$ cat src/rtl/etfd_pkg.sv
// ----------------------------------------------------------------------------
// etfd_pkg
// Shared types and constants of the event flag task dispatcher.
// ----------------------------------------------------------------------------
package etfd_pkg;

  localparam int MAX_TASKS  = 32;
  localparam int EVENT_BITS = 16;
  localparam int IDX_W      = $clog2(MAX_TASKS);
  localparam int CNT_W      = $clog2(MAX_TASKS + 1);

  localparam logic [EVENT_BITS-1:0] EV_MASK = {EVENT_BITS{1'b1}};

  // request codes
  typedef enum logic [2:0] {
    OP_REGISTER   = 3'd0,
    OP_UNREGISTER = 3'd1,
    OP_SET        = 3'd2,
    OP_CLEAR      = 3'd3,
    OP_DISPATCH   = 3'd4,
    OP_COMPLETE   = 3'd5,
    OP_QUERY      = 3'd6
  } req_op_t;

  // status codes
  typedef enum logic [1:0] {
    ST_OK     = 2'd0,
    ST_PARAM  = 2'd1,
    ST_NOFREE = 2'd2
  } status_t;

  // sequencer states
  typedef enum logic [3:0] {
    S_IDLE,
    S_FRD,
    S_FEV,
    S_REG_END,
    S_ORD_RD,
    S_ORD_EV,
    S_PEND_RD,
    S_PEND_WR,
    S_DRD_O,
    S_DRD_P,
    S_DEV,
    S_DFN,
    S_DONE
  } state_t;

  typedef struct packed {
    logic [2:0]  req_type;
    logic [15:0] func_id;
    logic [4:0]  task_handle;
    logic        handle_given;
    logic [15:0] event_mask;
  } cmd_t;

  typedef struct packed {
    logic [1:0]  status;
    logic [4:0]  out_handle;
    logic        out_handle_valid;
    logic [15:0] out_events;
    logic [15:0] out_func_id;
    logic        idle_call;
  } rsp_t;

endpackage

$ cat src/rtl/etfd_ram.sv
// ----------------------------------------------------------------------------
// etfd_ram
// Simple dual port memory, one write and one registered read per cycle.
// ----------------------------------------------------------------------------
module etfd_ram #(
  parameter int W  = 16,
  parameter int D  = 32,
  parameter int AW = $clog2(D)
) (
  input  logic          clk,
  input  logic          we,
  input  logic [AW-1:0] waddr,
  input  logic [W-1:0]  wdata,
  input  logic [AW-1:0] raddr,
  output logic [W-1:0]  rdata
);

  logic [W-1:0] mem [D];

  // write port
  always_ff @(posedge clk) begin
    if (we) begin
      mem[waddr] <= wdata;
    end
  end

  // registered read port
  always_ff @(posedge clk) begin
    rdata <= mem[raddr];
  end

endmodule

$ cat src/rtl/etfd_ctrl.sv
// ----------------------------------------------------------------------------
// etfd_ctrl
// Sequencer that walks the slot table and order list one entry per step.
// ----------------------------------------------------------------------------
module etfd_ctrl
  import etfd_pkg::*;
(
  input  logic clk,
  input  logic rst,
  input  logic start,
  input  cmd_t cmd,
  input  logic idle_en,
  output logic busy,
  output logic done,
  output rsp_t result
);

  state_t                state, state_next;
  logic [CNT_W-1:0]      idx, idx_next;
  logic [IDX_W-1:0]      tgt, tgt_next;
  logic [IDX_W-1:0]      free_slot, free_slot_next;
  logic                  free_found, free_found_next;
  logic                  found, found_next;
  logic [EVENT_BITS-1:0] ev_hold, ev_hold_next;
  cmd_t                  c, c_next;
  logic [MAX_TASKS-1:0]  used, used_next;
  logic [CNT_W-1:0]      count, count_next;
  logic [IDX_W-1:0]      active_slot, active_slot_next;
  logic                  active_valid, active_valid_next;
  rsp_t                  rsp, rsp_next;

  // memory ports
  logic                  fn_we, pd_we, od_we;
  logic [IDX_W-1:0]      fn_wa, pd_wa, od_wa, fn_ra, pd_ra, od_ra;
  logic [15:0]           fn_wd, fn_rd;
  logic [EVENT_BITS-1:0] pd_wd, pd_rd;
  logic [IDX_W-1:0]      od_wd, od_rd;

  etfd_ram #(.W(16), .D(MAX_TASKS)) u_func (
    .clk(clk), .we(fn_we), .waddr(fn_wa), .wdata(fn_wd), .raddr(fn_ra), .rdata(fn_rd)
  );
  etfd_ram #(.W(EVENT_BITS), .D(MAX_TASKS)) u_pend (
    .clk(clk), .we(pd_we), .waddr(pd_wa), .wdata(pd_wd), .raddr(pd_ra), .rdata(pd_rd)
  );
  etfd_ram #(.W(IDX_W), .D(MAX_TASKS)) u_order (
    .clk(clk), .we(od_we), .waddr(od_wa), .wdata(od_wd), .raddr(od_ra), .rdata(od_rd)
  );

  assign busy   = (state != S_IDLE);
  assign done   = (state == S_DONE);
  assign result = rsp;

  // state and control registers
  always_ff @(posedge clk) begin
    if (rst) begin
      state        <= S_IDLE;
      used         <= '0;
      count        <= '0;
      active_slot  <= '0;
      active_valid <= 1'b0;
    end else begin
      state        <= state_next;
      used         <= used_next;
      count        <= count_next;
      active_slot  <= active_slot_next;
      active_valid <= active_valid_next;
    end
  end

  // working registers
  always_ff @(posedge clk) begin
    idx        <= idx_next;
    tgt        <= tgt_next;
    free_slot  <= free_slot_next;
    free_found <= free_found_next;
    found      <= found_next;
    ev_hold    <= ev_hold_next;
    c          <= c_next;
    rsp        <= rsp_next;
  end

  // next state and memory control
  always_comb begin
    logic [IDX_W-1:0] s;
    logic [IDX_W-1:0] ix;
    state_next        = state;
    idx_next          = idx;
    tgt_next          = tgt;
    free_slot_next    = free_slot;
    free_found_next   = free_found;
    found_next        = found;
    ev_hold_next      = ev_hold;
    c_next            = c;
    used_next         = used;
    count_next        = count;
    active_slot_next  = active_slot;
    active_valid_next = active_valid;
    rsp_next          = rsp;
    fn_we = 1'b0; fn_wa = '0; fn_wd = '0; fn_ra = '0;
    pd_we = 1'b0; pd_wa = '0; pd_wd = '0; pd_ra = '0;
    od_we = 1'b0; od_wa = '0; od_wd = '0; od_ra = '0;
    s  = '0;
    ix = idx[IDX_W-1:0];

    unique case (state)
      S_IDLE: begin
        if (start) begin
          c_next          = cmd;
          c_next.event_mask = cmd.event_mask & EV_MASK;
          idx_next        = '0;
          found_next      = 1'b0;
          free_found_next = 1'b0;
          rsp_next        = '0;
          state_next      = S_DONE;
          case (cmd.req_type) inside
            OP_REGISTER: begin
              if (cmd.func_id == '0) rsp_next.status = ST_PARAM;
              else state_next = S_FRD;
            end
            OP_UNREGISTER: begin
              s = cmd.handle_given ? cmd.task_handle : active_slot;
              if ((!cmd.handle_given && !active_valid) || !used[s]) begin
                rsp_next.status = ST_PARAM;
              end else begin
                tgt_next   = s;
                state_next = S_ORD_RD;
              end
            end
            OP_SET, OP_CLEAR: begin
              if (!cmd.handle_given || !used[cmd.task_handle]) begin
                rsp_next.status = ST_PARAM;
              end else begin
                tgt_next   = cmd.task_handle;
                state_next = S_PEND_RD;
              end
            end
            OP_DISPATCH: state_next = S_DRD_O;
            OP_COMPLETE: begin
              if (!active_valid) begin
                rsp_next.status = ST_PARAM;
              end else begin
                active_valid_next = 1'b0;
                if (!used[active_slot]) begin
                  rsp_next.status = ST_PARAM;
                end else begin
                  tgt_next   = active_slot;
                  state_next = S_PEND_RD;
                end
              end
            end
            OP_QUERY: begin
              if (active_valid) begin
                rsp_next.out_handle       = active_slot;
                rsp_next.out_handle_valid = 1'b1;
              end
            end
            default: rsp_next.status = ST_PARAM;
          endcase
        end
      end

      // register: scan every slot until a match, tracking the lowest free one
      S_FRD: begin
        fn_ra      = ix;
        state_next = S_FEV;
      end
      S_FEV: begin
        if (used[ix] && fn_rd == c.func_id) begin
          rsp_next.out_handle       = ix;
          rsp_next.out_handle_valid = 1'b1;
          state_next                = S_DONE;
        end else begin
          if (!used[ix] && !free_found) begin
            free_found_next = 1'b1;
            free_slot_next  = ix;
          end
          if (idx == CNT_W'(MAX_TASKS - 1)) begin
            state_next = S_REG_END;
          end else begin
            idx_next   = idx + 1'b1;
            state_next = S_FRD;
          end
        end
      end
      S_REG_END: begin
        if (!free_found || count >= CNT_W'(MAX_TASKS)) begin
          rsp_next.status = ST_NOFREE;
        end else begin
          fn_we = 1'b1; fn_wa = free_slot; fn_wd = c.func_id;
          pd_we = 1'b1; pd_wa = free_slot; pd_wd = '0;
          od_we = 1'b1; od_wa = count[IDX_W-1:0]; od_wd = free_slot;
          used_next[free_slot]      = 1'b1;
          count_next                = count + 1'b1;
          rsp_next.out_handle       = free_slot;
          rsp_next.out_handle_valid = 1'b1;
        end
        state_next = S_DONE;
      end

      // unregister: walk the order list, shift entries after the target down
      S_ORD_RD: begin
        if (idx == count) begin
          if (found) count_next = count - 1'b1;
          used_next[tgt] = 1'b0;
          state_next     = S_DONE;
        end else begin
          od_ra      = ix;
          state_next = S_ORD_EV;
        end
      end
      S_ORD_EV: begin
        if (found) begin
          od_we = 1'b1;
          od_wa = IDX_W'(idx - 1'b1);
          od_wd = od_rd;
        end
        if (od_rd == tgt) found_next = 1'b1;
        idx_next   = idx + 1'b1;
        state_next = S_ORD_RD;
      end

      // set, clear and complete: read-modify-write of the pending mask
      S_PEND_RD: begin
        pd_ra      = tgt;
        state_next = S_PEND_WR;
      end
      S_PEND_WR: begin
        pd_we = 1'b1;
        pd_wa = tgt;
        if (c.req_type == OP_CLEAR) pd_wd = pd_rd & ~c.event_mask;
        else pd_wd = pd_rd | c.event_mask;
        state_next = S_DONE;
      end

      // dispatch: first entry in order with pending events
      S_DRD_O: begin
        if (idx == count) begin
          rsp_next.idle_call = idle_en;
          state_next         = S_DONE;
        end else begin
          od_ra      = ix;
          state_next = S_DRD_P;
        end
      end
      S_DRD_P: begin
        tgt_next   = od_rd;
        pd_ra      = od_rd;
        state_next = S_DEV;
      end
      S_DEV: begin
        if (pd_rd != '0) begin
          pd_we = 1'b1; pd_wa = tgt; pd_wd = '0;
          fn_ra             = tgt;
          ev_hold_next      = pd_rd;
          active_slot_next  = tgt;
          active_valid_next = 1'b1;
          state_next        = S_DFN;
        end else begin
          idx_next   = idx + 1'b1;
          state_next = S_DRD_O;
        end
      end
      S_DFN: begin
        rsp_next.out_handle       = tgt;
        rsp_next.out_handle_valid = 1'b1;
        rsp_next.out_events       = 16'(ev_hold);
        rsp_next.out_func_id      = fn_rd;
        state_next                = S_DONE;
      end

      S_DONE: state_next = S_IDLE;
      default: state_next = S_IDLE;
    endcase
  end

endmodule

$ cat src/rtl/event_flag_task_dispatcher_unit.sv
// ----------------------------------------------------------------------------
// event_flag_task_dispatcher_unit
// Fixed priority event flag task dispatcher with a small request sequencer.
// ----------------------------------------------------------------------------
// One request is taken when start is high and busy is low; its result beat
// shows on result for one cycle with done high, and must be taken then.
// The sequencer steps through the slot memories, which have one registered
// read port each. Register makes a full scan of the function table for a new
// id, and a match ends the scan early; unregister walks the whole order list;
// dispatch visits list entries in order until one has pending events. No new
// request is taken while busy is high.
module event_flag_task_dispatcher_unit
  import etfd_pkg::*;
(
  input  logic clk,
  input  logic rst,
  input  logic start,
  input  cmd_t cmd,
  output logic busy,
  output logic done,
  output rsp_t result,
  input  logic cfg_we,
  input  logic cfg_wdata
);

  logic idle_en;

  // idle handler enable register
  always_ff @(posedge clk) begin
    if (rst) begin
      idle_en <= 1'b0;
    end else if (cfg_we) begin
      idle_en <= cfg_wdata;
    end
  end

  // request sequencer
  etfd_ctrl u_ctrl (
    .clk(clk), .rst(rst), .start(start), .cmd(cmd), .idle_en(idle_en),
    .busy(busy), .done(done), .result(result)
  );

  // checks
  a_acc_busy: assert property (@(posedge clk) disable iff (rst)
    (start && !busy) |=> busy) else $error("accepted request did not raise busy");
  a_done_busy: assert property (@(posedge clk) disable iff (rst)
    done |-> busy) else $error("result beat outside busy");
  a_done_free: assert property (@(posedge clk) disable iff (rst)
    done |=> !busy) else $error("busy held after result beat");
  a_status: assert property (@(posedge clk) disable iff (rst)
    done |-> (result.status != 2'd3)) else $error("bad status code");

endmodule
$ cat config.mk
export PLATFORM = sky130hd
export DESIGN_NAME = event_flag_task_dispatcher_unit
export DESIGN_NICKNAME = d
export VERILOG_FILES = /design/src/rtl/etfd_pkg.sv /design/src/rtl/etfd_ram.sv /design/src/rtl/etfd_ctrl.sv /design/src/rtl/event_flag_task_dispatcher_unit.sv
export SDC_FILE = /design/constraint.sdc
export NUM_CORES = 2
export LEC_CHECK = 0
export CAP_MARGIN = 20
export CORE_MARGIN = 10
export CORE_UTILIZATION = 55
export CTS_BUF_LIST = sky130_fd_sc_hd__clkbuf_4 sky130_fd_sc_hd__clkbuf_8 sky130_fd_sc_hd__clkbuf_16
export DETAILED_ROUTE_END_ITERATION = 6
export DONT_BUFFER_PORTS = 1
export HOLD_SLACK_MARGIN = 0.12
export PLACE_DENSITY = 0.8
export SKIP_CTS_REPAIR_TIMING = 1
export SYNTH_ARGS = -nofsm -noshare
export SYNTH_HDL_FRONTEND = slang
export SYNTH_SLANG_ARGS = --single-unit
$ cat constraint.sdc
create_clock -name clk -period 4.4 [get_ports clk]
set_input_delay 0.88 -clock clk [delete_from_list [all_inputs] [get_ports clk]]
set_output_delay 0.88 -clock clk [all_outputs]
set_load 0.01 [all_outputs]
Word level (Yosys, flattened, before mapping):

Memory sizes are Yosys's and may differ from the RTL's. A register that Yosys moved wholly into a read port is not among the register bits.
Index checks and enable logic that the tools add are counted.

* flip-flop bits (word level): 159
* memory bits (writable): 1184
* input bits: 46
* output and inout port bits: 43
* logic and storage cells: 260
* memories: 3

* add/sub/neg operators: 4
* order comparisons: 9
* eq/ne operators: 47
* muxes and demuxes: 123
* bitwise logic cells: 7
* reductions and logical operators: 46

Memory list
* u_ctrl.u_func.mem: words 32, width 16, read ports 1, clocked after memory_dff 1, write ports 1, RTL line etfd_ram.sv:18 `logic [W-1:0] mem [D];`
* u_ctrl.u_pend.mem: words 32, width 16, read ports 1, clocked after memory_dff 1, write ports 1, RTL line etfd_ram.sv:18
* u_ctrl.u_order.mem: words 32, width 5, read ports 1, clocked after memory_dff 1, write ports 1, RTL line etfd_ram.sv:18

Operators by type and width (number)
* one-hot mux 32 bit (2 select lines): 2
* 2-to-1 mux 6 bit: 16
* 2-to-1 mux 5 bit: 19
* 2-to-1 mux 16 bit: 4
* 2-to-1 mux 32 bit: 2
* 2-to-1 mux 4 bit: 13
* one-hot mux 5 bit (2 select lines): 5
* one-hot mux 6 bit (4 select lines): 2
* 2-to-1 mux 41 bit: 1
* one-hot mux 4 bit (10 select lines): 1
* < comparator 5 x 6 -> 1 bit (second input constant): 6
* 2-to-1 mux 1 bit: 33
* AND 32 bit: 1
* NOT 32 bit: 1
* OR 32 bit: 1
* binary-select mux 1 bit (select 5 bit): 4
* == test 4 bit (second input constant): 5
* 2-to-1 mux 2 bit: 9
* inequality test 2 x 1 -> 1 bit (second input constant): 9
* inequality test 2 bit (second input constant): 9
* AND 16 bit: 1
* == test 16 bit: 1
* == test 4 x 3 -> 1 bit (second input constant): 4
* zero test 16 bit: 1
* 42 further kinds: 86

Logic depth before layout (Yosys ltp):

* word-level depth: 11
* gate-level depth with buffers: 12
* mapped depth without buffers: 11

Modules after synthesis:

Synthesis repeated with hierarchy kept, for this count alone.

* cells, all modules: 3388
* area, all modules: 56062.5 µm²

Modules (own cells, without submodules)
* etfd_ram (u_ctrl.u_func ...): instances 2, cells each 1143, area each 20534.7 µm², seq. area each 15695.1 µm²
* etfd_ctrl: instances 1, cells each 822, area each 8614.5 µm², seq. area each 4264.1 µm²
* etfd_ram (u_ctrl.u_order): instances 1, cells each 277, area each 6344.8 µm², seq. area each 4904.7 µm²
* event_flag_task_dispatcher_unit: instances 1, cells each 3, area each 33.8 µm², seq. area each 20.0 µm²

Worst setup path after synthesis:

Ideal clock, no wire load.

* kind: input to register
* from: input port cmd[17] (netlist bit)
* to: register u_ctrl.tgt[0] (enable)
* setup time: 0.263 ns
* arrival: 3.014 ns
* required time: 4.137 ns
* setup slack: 1.123 ns
* cell stages on the path: 7
* path buffers: 1
* cells stage by stage: buf_2 -> mux4_2 -> mux4_2 -> mux2i_1 -> nor3_1 -> or4_1 -> and3_1

* longest elaborated chain between the ends: 7
* elaborated cells on any way between the ends: 12
* those cells by class: eq/ne (2); mux (5); reduce/logical (5)

Ends and longest elaborated chain
* from (decl): RTL line event_flag_task_dispatcher_unit.sv:18 `input cmd_t cmd,`
* 2-to-1 mux 5 bit: RTL line etfd_ctrl.sv:121 `s = cmd.handle_given ? cmd.task_handle : active_slot;`
* binary-select mux 1 bit (select 5 bit): RTL line etfd_ctrl.sv:122 `if ((!cmd.handle_given && !active_valid) || !used[s]) begin`
* 2-to-1 mux 1 bit (implied by the code): RTL line etfd_ctrl.sv:122
* zero test 1 bit: RTL line etfd_ctrl.sv:122
* logical OR 1 bit: RTL line etfd_ctrl.sv:122
* inequality test 3 bit (no source line)
* AND reduction 9 bit (no source line) *
* to (signal assigned): RTL line etfd_ctrl.sv:73 `tgt <= tgt_next;`
* to (decl): RTL line etfd_ctrl.sv:20 `logic [IDX_W-1:0] tgt, tgt_next;`

Every way passes the cells marked *; elsewhere a longest branch is shown, timed or not. The select of a mux whose other input is x is not followed.
A chain may end at the register's enable or synchronous reset.

Final worst setup path:

* from: register u_ctrl.u_pend.rdata[4] (read register of u_ctrl.u_pend.mem)
* to: register u_ctrl.u_func.rdata[7] (read register of u_ctrl.u_func.mem)

* longest elaborated chain between the ends: 3

Ends and longest elaborated chain
* from (decl): RTL line etfd_ram.sv:15 `output logic [W-1:0] rdata`
* nonzero test 16 bit: RTL line etfd_ctrl.sv:251 `if (pd_rd != '0) begin`
* 2-to-1 mux 5 bit: RTL line etfd_ctrl.sv:251
* one-hot mux 5 bit (2 select lines): RTL line etfd_ctrl.sv:105 `unique case (state)`
* to (decl): RTL line etfd_ram.sv:15

No other way between the ends.

==> reports/metrics.csv <==
metric;value;unit
HP Class;in2reg;
Num CTS Buffers;140;
CP Capture Type;flop;
post-synthesis simple-gate area fraction;9.81;%
Die X;341;um
RSZ-0062 raised after global routing;false;
routed wire length;155000;um
largest net degree at the start of global routing;128;
Hold Crit Endpoint;idle_en$_SDFFE_PP0P_;
Critical Path Start Type;flop;
first-pass GRT wire length;226000;um
Hold Path Cell Cnt;1;
Post-synth EDFFs;1294;
Period Utilization, post-route;94.0;%
post-synthesis compound-gate area fraction;9.89;%
most frequent cells in the layout;edfxtp_1 (1,294), nand2_1 (629), mux2i_1 (204), a211oi_1 (200), buf_4 (150);
fin util;62.8;%
Max Clock Freq;242;MHz
R2R Path End;u_ctrl.u_func.rdata[7]$_DFF_P_;
register area share after synthesis;71.4;%
Power per Cell Area;498;mW/mm^2
# DRC;0;
# diodes;0;
CTS max path bufs;3;
VDD IR max;375;uV
Slew headroom;20.4;%
DIE HEIGHT;341;um
full die area;0.117;mm^2
WP data arrival;4.73;ns
post-route ant nets;0;
Worst Clk Skew;0.0491;ns
largest family of logic cells by synthesized area;compound AO/OA/AOI/OAI gates;
GRT Overall Usage;25.7;%
Initial Util;55.6;%
XOR/XNOR Fraction of Synth Area;0.617;%
clk_lat worst skew;0.76;ns
total of max-cap violations;0;
flop2flop setup slack;0.26;ns
Placed Cells incl. Taps;5290;
Yosys reg bits;1380;
Setup violations, final;0;
Final Non-Filler Cells;5553;
CTS tree;done;
share of layout cells above drive strength 1;12.7;%
Netlist Area Pre-Place;0.0568;mm^2
drt first pass iters;6;
Worst-path clk slew;0.06;ns
measured slew at the worst slew-check pin;1.19;ns
clk root buf;clkbuf_16;
CTS sink cnt;1380;
vias per cell;6.58;
prevailing post-synth register cell;edfxtp_1;
global route overflow;0;
post-synthesis mux area share;5.67;%
average cell area after synthesis;14.1;um^2
Unique masters post-synth;85;
worst r2r path cells;9;
WP data required;5.00;ns
WL per Instance;27.8;um
Final Hold Fails;0;
num ports;89;
P&R area growth vs syn;12.9;%
YS warnings;0;
critical setup path kind;reg2reg;
critical hold path startpoint;rst;
CTS H-tree depth;4;
ys async rst share;0;%
DRT iter0 DRCs;5111;
worst-path maximum fanout;38;
Mapped Cells;4018;
Worst R2R Start;u_ctrl.u_pend.rdata[4]$_DFF_P_;
vias in the first global route;35643;
LEAKAGE;0.0215;uW
Net count, final;4125;
core area;0.102;mm^2
most common library cell in the layout ignoring fill and taps;edfxtp_1;
post-route setup TNS;0;ns
Std-Cell Rows;117;
post-route minimum period;4.14;ns
I/O Buffers;0;
post-DP HPWL;95100;um
RD Place Congestion;0.941;
status;complete, no violations;
initial antenna violation count;4;
Synthesized Nets;4071;
DR vias;36541;
fin. max-slew vios;0;
Post-Synth Adder-Cell Area;0.167;%
Fill cells;7148;
[worst max-delay path, stage by stage, from the launching register on]
cell      delay, ns
dfxtp_1        0.35
nor4_1         0.48
nand4_1        0.42
nand2_1        0.45
inv_2          0.36
a22oi_2        0.34
buf_4          0.59
nand3_1        0.15
a32oi_1        0.61
o211ai_1       0.18
[flip-flops by register name, summed over array words and instances (netlist names), 4 cells and up]
register and cells:
u_ctrl.active_slot 5, u_ctrl.c 35, u_ctrl.count 6, u_ctrl.ev_hold 16, u_ctrl.free_slot 5, u_ctrl.idx 6, u_ctrl.result 41, u_ctrl.state 4
u_ctrl.tgt 5, u_ctrl.u_func.mem 512, u_ctrl.u_func.rdata 16, u_ctrl.u_order.mem 160, u_ctrl.u_order.rdata 5, u_ctrl.u_pend.mem 512, u_ctrl.u_pend.rdata 16, u_ctrl.used 32
[worst max-delay path by stage]
stage | from | end | slack (ns) | cells past startpoint
CTS | u_ctrl.u_pend.rdata[3]$_DFF_P_ | u_ctrl.u_func.rdata[7]$_DFF_P_ | 0.43 | 9
global route | u_ctrl.u_pend.rdata[3]$_DFF_P_ | u_ctrl.u_func.rdata[7]$_DFF_P_ | 0.17 | 9
finish | u_ctrl.u_pend.rdata[4]$_DFF_P_ | u_ctrl.u_func.rdata[7]$_DFF_P_ | 0.26 | 9
global placement | u_ctrl.u_pend.rdata[8]$_DFF_P_ | u_ctrl.u_func.rdata[7]$_DFF_P_ | 0.48 | 9
floorplan | cmd[17] | u_ctrl.tgt[0]$_DFFE_PP_ | 1.12 | 7
detailed placement | u_ctrl.u_pend.rdata[9]$_DFF_P_ | u_ctrl.u_func.rdata[12]$_DFF_P_ | 0.50 | 9
[power by group]
part / switching, uW / internal (uW)
Clock: 4960 / 7020
Sequential: 710 / 14800
Combinational: 3030 / 1470
Total: 8710 / 23300
[layout make-up]
| type | count | area [um^2] | share of cell area, % |
|---|---|---|---|
| clock buffers | 181 | 3940 | 6.15 |
| clock inverters | 74 | 744 | 1.16 |
| well taps | 1368 | 1710 | 2.67 |
| multi-input cells | 2310 | 15200 | 23.6 |
| inverters | 58 | 218 | 0.339 |
| flip-flops and latches | 1380 | 40600 | 63.3 |
| repair buffers | 182 | 1780 | 2.78 |
[Yosys cell counts, drive strengths merged, types with 4 or more instances]
| cell | instances | share of area [%] |
|---|---|---|
| edfxtp | 1294 | 68 |
| nand2 | 630 | 4.2 |
| a211oi | 217 | 2.9 |
| mux2i | 206 | 3.6 |
| clkbuf | 171 | 1.1 |
| and2 | 148 | 1.6 |
| nand3 | 147 | 1.3 |
| nor2 | 138 | 0.91 |
| a31oi | 102 | 1.1 |
| buf | 99 | 0.90 |
| a21oi | 95 | 0.84 |
| o21ai | 88 | 0.78 |
| dfxtp | 86 | 3.0 |
| a311oi | 64 | 0.99 |
| inv | 55 | 0.36 |
| and3 | 50 | 0.55 |
| mux4 | 43 | 1.7 |
| a32oi | 42 | 0.65 |
| nor4 | 33 | 0.37 |
| a22oi | 30 | 0.40 |
| xor2 | 28 | 0.43 |
| o211ai | 23 | 0.30 |
| nor3 | 21 | 0.19 |
| a2bb2oi | 17 | 0.26 |
| o221ai | 16 | 0.36 |
| mux2 | 14 | 0.28 |
| o31ai | 14 | 0.19 |
| xnor2 | 12 | 0.19 |
| or3 | 11 | 0.12 |
| a21o | 10 | 0.13 |
| a22o | 7 | 0.11 |
| nand2b | 7 | 0.077 |
| nand4 | 7 | 0.077 |
| nor2b | 7 | 0.077 |
| o22ai | 7 | 0.077 |
| a32o | 6 | 0.11 |
| ha | 6 | 0.13 |
| o2111ai | 5 | 0.077 |
| o211a | 5 | 0.088 |
| o221a | 5 | 0.099 |
| o311a | 5 | 0.088 |
| or2 | 5 | 0.055 |
| o21a | 4 | 0.053 |
[layer usage]
layer / routed length (um) / vias to the layer above / global-route usage (%)
met5: 45 / - / 0
met4: 8210 / 6 / 12.7
met3: 19200 / 512 / 7.51
met2: 71600 / 2507 / 40.3
met1: 55600 / 17964 / 32.7
li1: - / 15552 / -
[metrics by stage]
step,setup WS [ns],cell area (um^2),hold slack (ns),power (uW)
final,0.262,64100,0.211,32000
after detailed placement,0.497,59300,0.443,20100
after CTS,0.426,64000,0.173,31900
after global routing,0.172,64100,0.190,32800
after floorplan,1.12,56800,0.421,18300
after global placement,0.480,59100,0.439,20000
[kinds of logic after synthesis]
kind of cell,count (synthesis)
buffers and inverters,328
AOI/OAI and AO/OA,780
and+or+nand+nor,1220
xor gates and xnor gates,40
muxes,263
DFF,1380
adders and majority gates,7
(Power assumes the default switching activity.)
